$ cat src/design/mts_pkg.sv
// mts_pkg: shared types and constants of the min tracking stack
// depends on nothing; used by mts_cell, mts_lifo and min_tracking_stack_unit
package mts_pkg;

  localparam int unsigned StackDepth = 64;
  localparam int unsigned DataW      = 32;
  localparam int unsigned CntW       = $clog2(StackDepth + 1);

  typedef logic [DataW-1:0] word_t;
  typedef logic [CntW-1:0]  cnt_t;

  typedef enum logic [0:0] {
    OpPush = 1'b0,
    OpPop  = 1'b1
  } op_e;

  typedef enum logic [1:0] {
    StOk        = 2'd0,
    StUnderflow = 2'd1,
    StOverflow  = 2'd2
  } status_e;

  typedef struct packed {
    logic push;
    logic pop;
  } shift_t;

endpackage

$ cat src/design/mts_cell.sv
// mts_cell: one storage cell of the shifting stack row
// depends on mts_pkg for the word and shift control types
module mts_cell (
  input  logic           clk_i,
  input  mts_pkg::shift_t shift_i,
  input  mts_pkg::word_t  above_i,
  input  mts_pkg::word_t  below_i,
  output mts_pkg::word_t  word_o
);

  mts_pkg::word_t word_q;
  mts_pkg::word_t word_d;

  always_comb begin
    word_d = word_q;
    if (shift_i.push) begin
      word_d = above_i;
    end else if (shift_i.pop) begin
      word_d = below_i;
    end
  end

  always_ff @(posedge clk_i) begin
    word_q <= word_d;
  end

  assign word_o = word_q;

endmodule

$ cat src/design/mts_lifo.sv
// mts_lifo: row of mts_cell with the top at cell 0, plus the fill count
// depends on mts_pkg and mts_cell
module mts_lifo (
  input  logic            clk_i,
  input  logic            rst_ni,
  input  mts_pkg::shift_t shift_i,
  input  mts_pkg::word_t  data_i,
  output mts_pkg::word_t  top_o,
  output mts_pkg::word_t  next_o,
  output mts_pkg::cnt_t   count_o
);

  mts_pkg::word_t cell_word [mts_pkg::StackDepth];
  mts_pkg::cnt_t  count_q;
  mts_pkg::cnt_t  count_d;

  for (genvar i = 0; i < mts_pkg::StackDepth; i++) begin : g_cell
    mts_pkg::word_t above;
    mts_pkg::word_t below;
    if (i == 0) begin : g_top
      assign above = data_i;
    end else begin : g_mid
      assign above = cell_word[i-1];
    end
    if (i == mts_pkg::StackDepth - 1) begin : g_bot
      assign below = cell_word[i];
    end else begin : g_inner
      assign below = cell_word[i+1];
    end
    mts_cell u_cell (
      .clk_i   (clk_i),
      .shift_i (shift_i),
      .above_i (above),
      .below_i (below),
      .word_o  (cell_word[i])
    );
  end

  always_comb begin
    count_d = count_q;
    if (shift_i.push) begin
      count_d = count_q + mts_pkg::CntW'(1);
    end else if (shift_i.pop) begin
      count_d = count_q - mts_pkg::CntW'(1);
    end
  end

  always_ff @(posedge clk_i or negedge rst_ni) begin
    if (!rst_ni) begin
      count_q <= '0;
    end else begin
      count_q <= count_d;
    end
  end

  assign top_o   = cell_word[0];
  assign next_o  = cell_word[1];
  assign count_o = count_q;

endmodule

$ cat config.mk
export PLATFORM = sky130hd
export DESIGN_NAME = mts_lifo
export DESIGN_NICKNAME = d
export VERILOG_FILES = /design/src/design/mts_pkg.sv /design/src/design/mts_cell.sv /design/src/design/mts_lifo.sv
export SDC_FILE = /design/constraint.sdc
export NUM_CORES = 2
export LEC_CHECK = 0
export BUFFER_PORTS_ARGS = -buffer_cell sky130_fd_sc_hd__buf_2
export CAP_MARGIN = 20
export CORE_MARGIN = 5
export CORE_UTILIZATION = 55
export CTS_BUF_LIST = sky130_fd_sc_hd__clkbuf_8 sky130_fd_sc_hd__clkbuf_16
export DETAILED_ROUTE_END_ITERATION = 16
export HOLD_SLACK_MARGIN = 0.1
export PLACE_DENSITY_LB_ADDON = 0.1
export SLEW_MARGIN = 10
export SYNTH_ARGS = -nofsm -noshare
export SYNTH_HDL_FRONTEND = slang
export SYNTH_SLANG_ARGS = --single-unit
$ cat constraint.sdc
create_clock -name clk_i -period 1.8 [get_ports clk_i]
set_input_delay 0.36 -clock clk_i [delete_from_list [all_inputs] [get_ports clk_i]]
set_output_delay 0.36 -clock clk_i [all_outputs]
set_load 0.005 [all_outputs]
# ---- Yosys cells after proc, flatten, opt, wreduce, memory -nomap -nowiden
# Index checks and enable logic that the tools add are counted.
dict set report word_totals {
  regBits 2055
  in_bits 36
  out_inout_bits 71
  elab_cells 196
}
dict set report classes {
  n_addsub 2
  n_mux 128
  reduce_logical 1
}
# op n
set ops {}
lappend ops {{2-to-1 mux 32 bit} 126}
lappend ops {{2-to-1 mux 7 bit} 2}
lappend ops {{adder 7 x 1 -> 7 bit (second input constant)} 1}
lappend ops {{subtractor 7 x 1 -> 7 bit (second input constant)} 1}
lappend ops {{nonzero test 2 bit} 1}

# ---- Logic depth before layout (Yosys ltp)
dict set report depth {
  ltp_word 3
  mapped_depth 9
  ltp_nobuf 6
}

# ---- Cells and area by module
# A second synthesis with hierarchy kept.
dict set report hier_totals {
  cells_unflattened 4462
  area_unflattened_um2 96964.2
}
# module n_inst cells_each area_per_inst_um2 seq_area_each_um2
set modules_own_cells {}
lappend modules_own_cells {mts_cell 64 69 1507.7 960.9}
lappend modules_own_cells {mts_lifo 1 46 471.7 175.2}

# ---- Least setup slack after synthesis
# No wires, ideal clock.
dict set report synth_path {
  path_kind {in2reg}
  from {input port shift_i[1] (netlist name)}
  to {register g_cell[0].u_cell.word_q[0], enable pin}
  setup_time_ns 2.342
  arrival_ns 39.618
  t_required_ns -0.542
  setup_slack_ns -40.160
  stages 4
  n_path_buf 2
  cell_sequence {buf_2 buf_6 nor2_2 inv_1}
}
dict set report synth_between {
  elab_chain_len 1
}
# element line
set synth_lines {}
lappend synth_lines {{from (decl)} mts_lifo.sv:6} ;# input mts_pkg::shift_t shift_i,
lappend synth_lines {{nonzero test 2 bit (no source line)} --}
lappend synth_lines {{to (signal assigned)} mts_cell.sv:24} ;# word_q <= word_d;
lappend synth_lines {{to (decl)} mts_cell.sv:11} ;# mts_pkg::word_t word_q;
# No other way between the ends.
# A chain may end at the register's enable or synchronous reset.

# ---- Worst setup path after layout
dict set report layout_path {
  from {register g_cell[1].u_cell.word_q[7]}
  to {output port next_o[7]}
}
# element line
set layout_rtl {}
lappend layout_rtl {{from (decl)} mts_cell.sv:11}
lappend layout_rtl {{from (signal assigned)} mts_cell.sv:24}
lappend layout_rtl {{to (decl)} mts_lifo.sv:9} ;# output mts_pkg::word_t next_o,
# No word-level cell between the ends.

==> flow_summary_export.csv <==
group,metric,value,unit
floorplan,coreArea,158000,sq um
critical_path,rrSetupSlack,0.17,ns
floorplan,die_w,409,microns
finish,final_nets,4855,
clocking,cts_max_level,4,
route,wl,123,mm
clocking,cts_tree,"yes",
clocking,insertion_delay,0.81,ns
route,wl_per_cell,17.5,microns
timing,relSlewSlack,69.8,%
pwr,p_leak,35.8,nW
place,place_area,91900,sq um
critical_path,worst_setup_path_end_kind,"output port",
critical_path,cp_cell_sequence,"buf_2",
critical_path,crit_slowest_cell,"edfxtp_1",
pwr,combPwrFrac,10.9,%
timing,tightest_slew,0.453,ns
route,via_per_inst,5.42,
global_routing,grt_pass1_vias,39169,
timing,drv_slew,0,
timing,clock_skew,0.0262,ns
critical_path,worstSetupPathType,"reg2out",
floorplan,rows,146,
yosys,netlist_area,87500,sq um
finish,multiInputGateArea,23500,sq um
global_routing,grt_pass1_wl,205,mm
critical_path,r2r_start,"count_o[4]",
route,drt_iter0_drc,2899,
pwr,sequentialPowerShare,55.9,%
pwr,power,122,mW
finish,fillers,11101,
job,drv_cap,0,
place,place_hpwl,76.4,mm
outcome,status,"complete, no violations",
finish,seqCellArea,61700,sq um
critical_path,critPathLaunch,"g_cell[1].u_cell.word_o[7]",
finish,drive_above_1_share,52.3,%
yosys,avgSynthCellArea,20.2,sq um
finish,utilization,62.6,%
clocking,cts_buffers,208,
finish,diodes,0,
yosys,yosysTopAreaCell,"edfxtp_1",
yosys,synth_cells,4336,
global_routing,overflow,0,
critical_path,cp-start-kind,"register",
yosys,synth.distinct_cells,27,
timing,fin_tns_setup,0,ns
clocking,clock-sinks,2055,
critical_path,worst_r2r_path_depth,6,
global_routing,antenna_found_initial,0,
timing,hold_slack,0.396,ns
worst_hold_path,hold_class,"in2reg",
critical_path,crit_end,"next_o[7]",
finish,postLayoutCellArea,99200,sq um
finish,area_growth,13.3,%
yosys,ys_warn_count,0,
timing,period_needed,1.78,ns
pwr,p_sw,26.3,mW
route,antenna_left,0,
floorplan,die-area,167000,sq um
yosys,ys_ff_latch,2055,
yosys,syn-num-nets,4378,
clocking,clk_pin_slew,0.06,ns
critical_path,crit_arrival,1.42,ns
yosys,yosysSeqAreaShare,70.5,%
global_routing,track_usage,14.5,%
critical_path,required,1.44,ns
pwr,power_density,1230,nW/um^2
pwr,power.share.clock,33.2,%
floorplan,ios,107,
global_routing,grt_max_degree,76,
pwr,netSwitchingFraction,21.5,%
finish,layout.cells.most_common,"edfxtp_1",
route,route.detailed.drc,0,
critical_path,reg2reg_to,"count_o[6]",
place,gp_congestion,0.705,
timing,rsz0062_at_grt,"true",
yosys,synthTopCellsByArea,"edfxtp_1, mux2_2, buf_6",
critical_path,crit_family,"flip-flops",
route,vias,38201,
critical_path,crit_fanout,2,
finish,final_cell_mix,"edfxtp_1, mux2_2, buf_4",
timing,timing.fmax,0.563,GHz
yosys,yosys.area.top_type_share,70.3,%
floorplan,dieHeight,409,microns
clocking,clockBufferDepth,3,
timing,hold_violations,0,
route,dr.pass1.iters,5,
pwr,p_int,96.1,mW
pwr,irDropWorstVdd,1.14,mV
timing,setup_violations,0,
timing,finalCritPeriodShare,98.7,%
critical_path,cp.depth,1,
critical_path,crit_buf_inv,1,
place,portBuffers,106,
clocking,cts-root-buf,"clkbuf_16",
critical_path,slowest_delay,0.46,ns
floorplan,start_util,55.3,%
-- what timing repair did --
item                       CTS  global route
hold buffers                36             0
setup endpoints to repair   53            22
gates resized for setup      0             3
hold endpoints to repair    54             0
buffers inserted            53             7
-- layer usage --
layer  vias up  global-route usage, %  wire length [microns]  share of wire [%]
li1      18294                      -                      -                  -
met1     19227                   22.7                  63400                 51
met2       495                   21.0                  53100                 43
met3       185                   2.75                   4520                3.7
met4         0                   4.02                   2470                2.0
met5         -                      0                      0                  0
-- worst min-delay path: stages --
cell           delay (ns)
dlygate4sd3_1        0.52
buf_2                0.09
mux2_2               0.13
-- per-stage QoR --
stage,std cells,setup slack [ns]
after floorplan,4336,-29.87
after global placement,6579,-0.0753
final,7050,0.0233
after detailed placement,6579,-0.0515
after CTS,7043,-0.0641
after global routing,7050,-0.0625
-- worst min path at each step --
stage	start	end	slack [ns]	depth (start not counted)
after global placement	rst_ni	count_o[2]	0.21	1
after CTS	data_i[31]	g_cell[0].u_cell.word_o[31]	0.30	3
after global routing	data_i[23]	g_cell[0].u_cell.word_o[23]	0.34	3
final	data_i[31]	g_cell[0].u_cell.word_o[31]	0.40	3
after floorplan	rst_ni	count_o[0]	0.06	0
after detailed placement	rst_ni	count_o[2]	0.21	1
-- synthesized netlist by cell type, drive strengths merged --
library cell     n
edfxtp        2048
mux2          2017
buf            225
dfrtp            7
ha               5
o21ai            5
a21oi            4
nand2            4
xnor2            3
a21o             2
inv              2
nor2             2
xor2             2
a211oi           1
a31oi            1
fa               1
mux2i            1
nand3            1
nand4            1
nor2b            1
nor3             1
nor4b            1
o211ai           1
-- logic make-up (layout without fill, tap and decap cells) --
group	Yosys count	in the layout	synth area share, %
fa+ha+maj	6	6	0.0943
compound gates	14	14	0.0929
xor+xnor	5	5	0.0500
buf+inv	227	869	2.72
mux	2018	2018	26.5
flops	2055	2055	70.5
simple gates	11	11	0.0643
-- layout make-up --
| class | instances | area share (%) |
|---|---|---|
| clock buffer | 213 | 5.38 |
| clock inverter | 162 | 1.14 |
| inverter | 2 | 0.0114 |
| multi-input combinational | 2054 | 23.7 |
| sequential | 2055 | 62.2 |
| tap | 2072 | 2.61 |
| timing repair buffer | 492 | 4.98 |
-- power by group through the flow --
stage                     Sequential [mW]  Combinational (mW)  Clock (mW)
after floorplan                      66.1                9.06           0
after global placement               69.3                12.3           0
after detailed placement             69.5                12.9           0
after CTS                            68.5                13.4        42.2
after global routing                 69.4                14.6        44.3
final                                68.4                13.4        40.6
-- flip-flops by register name (all words and copies together) (netlist names) --
| name | cells |
|---|---|
| count_o | 7 |
| g_cell.u_cell.word_o | 2048 |
No activity file was read; power rests on OpenSTA's default activity.
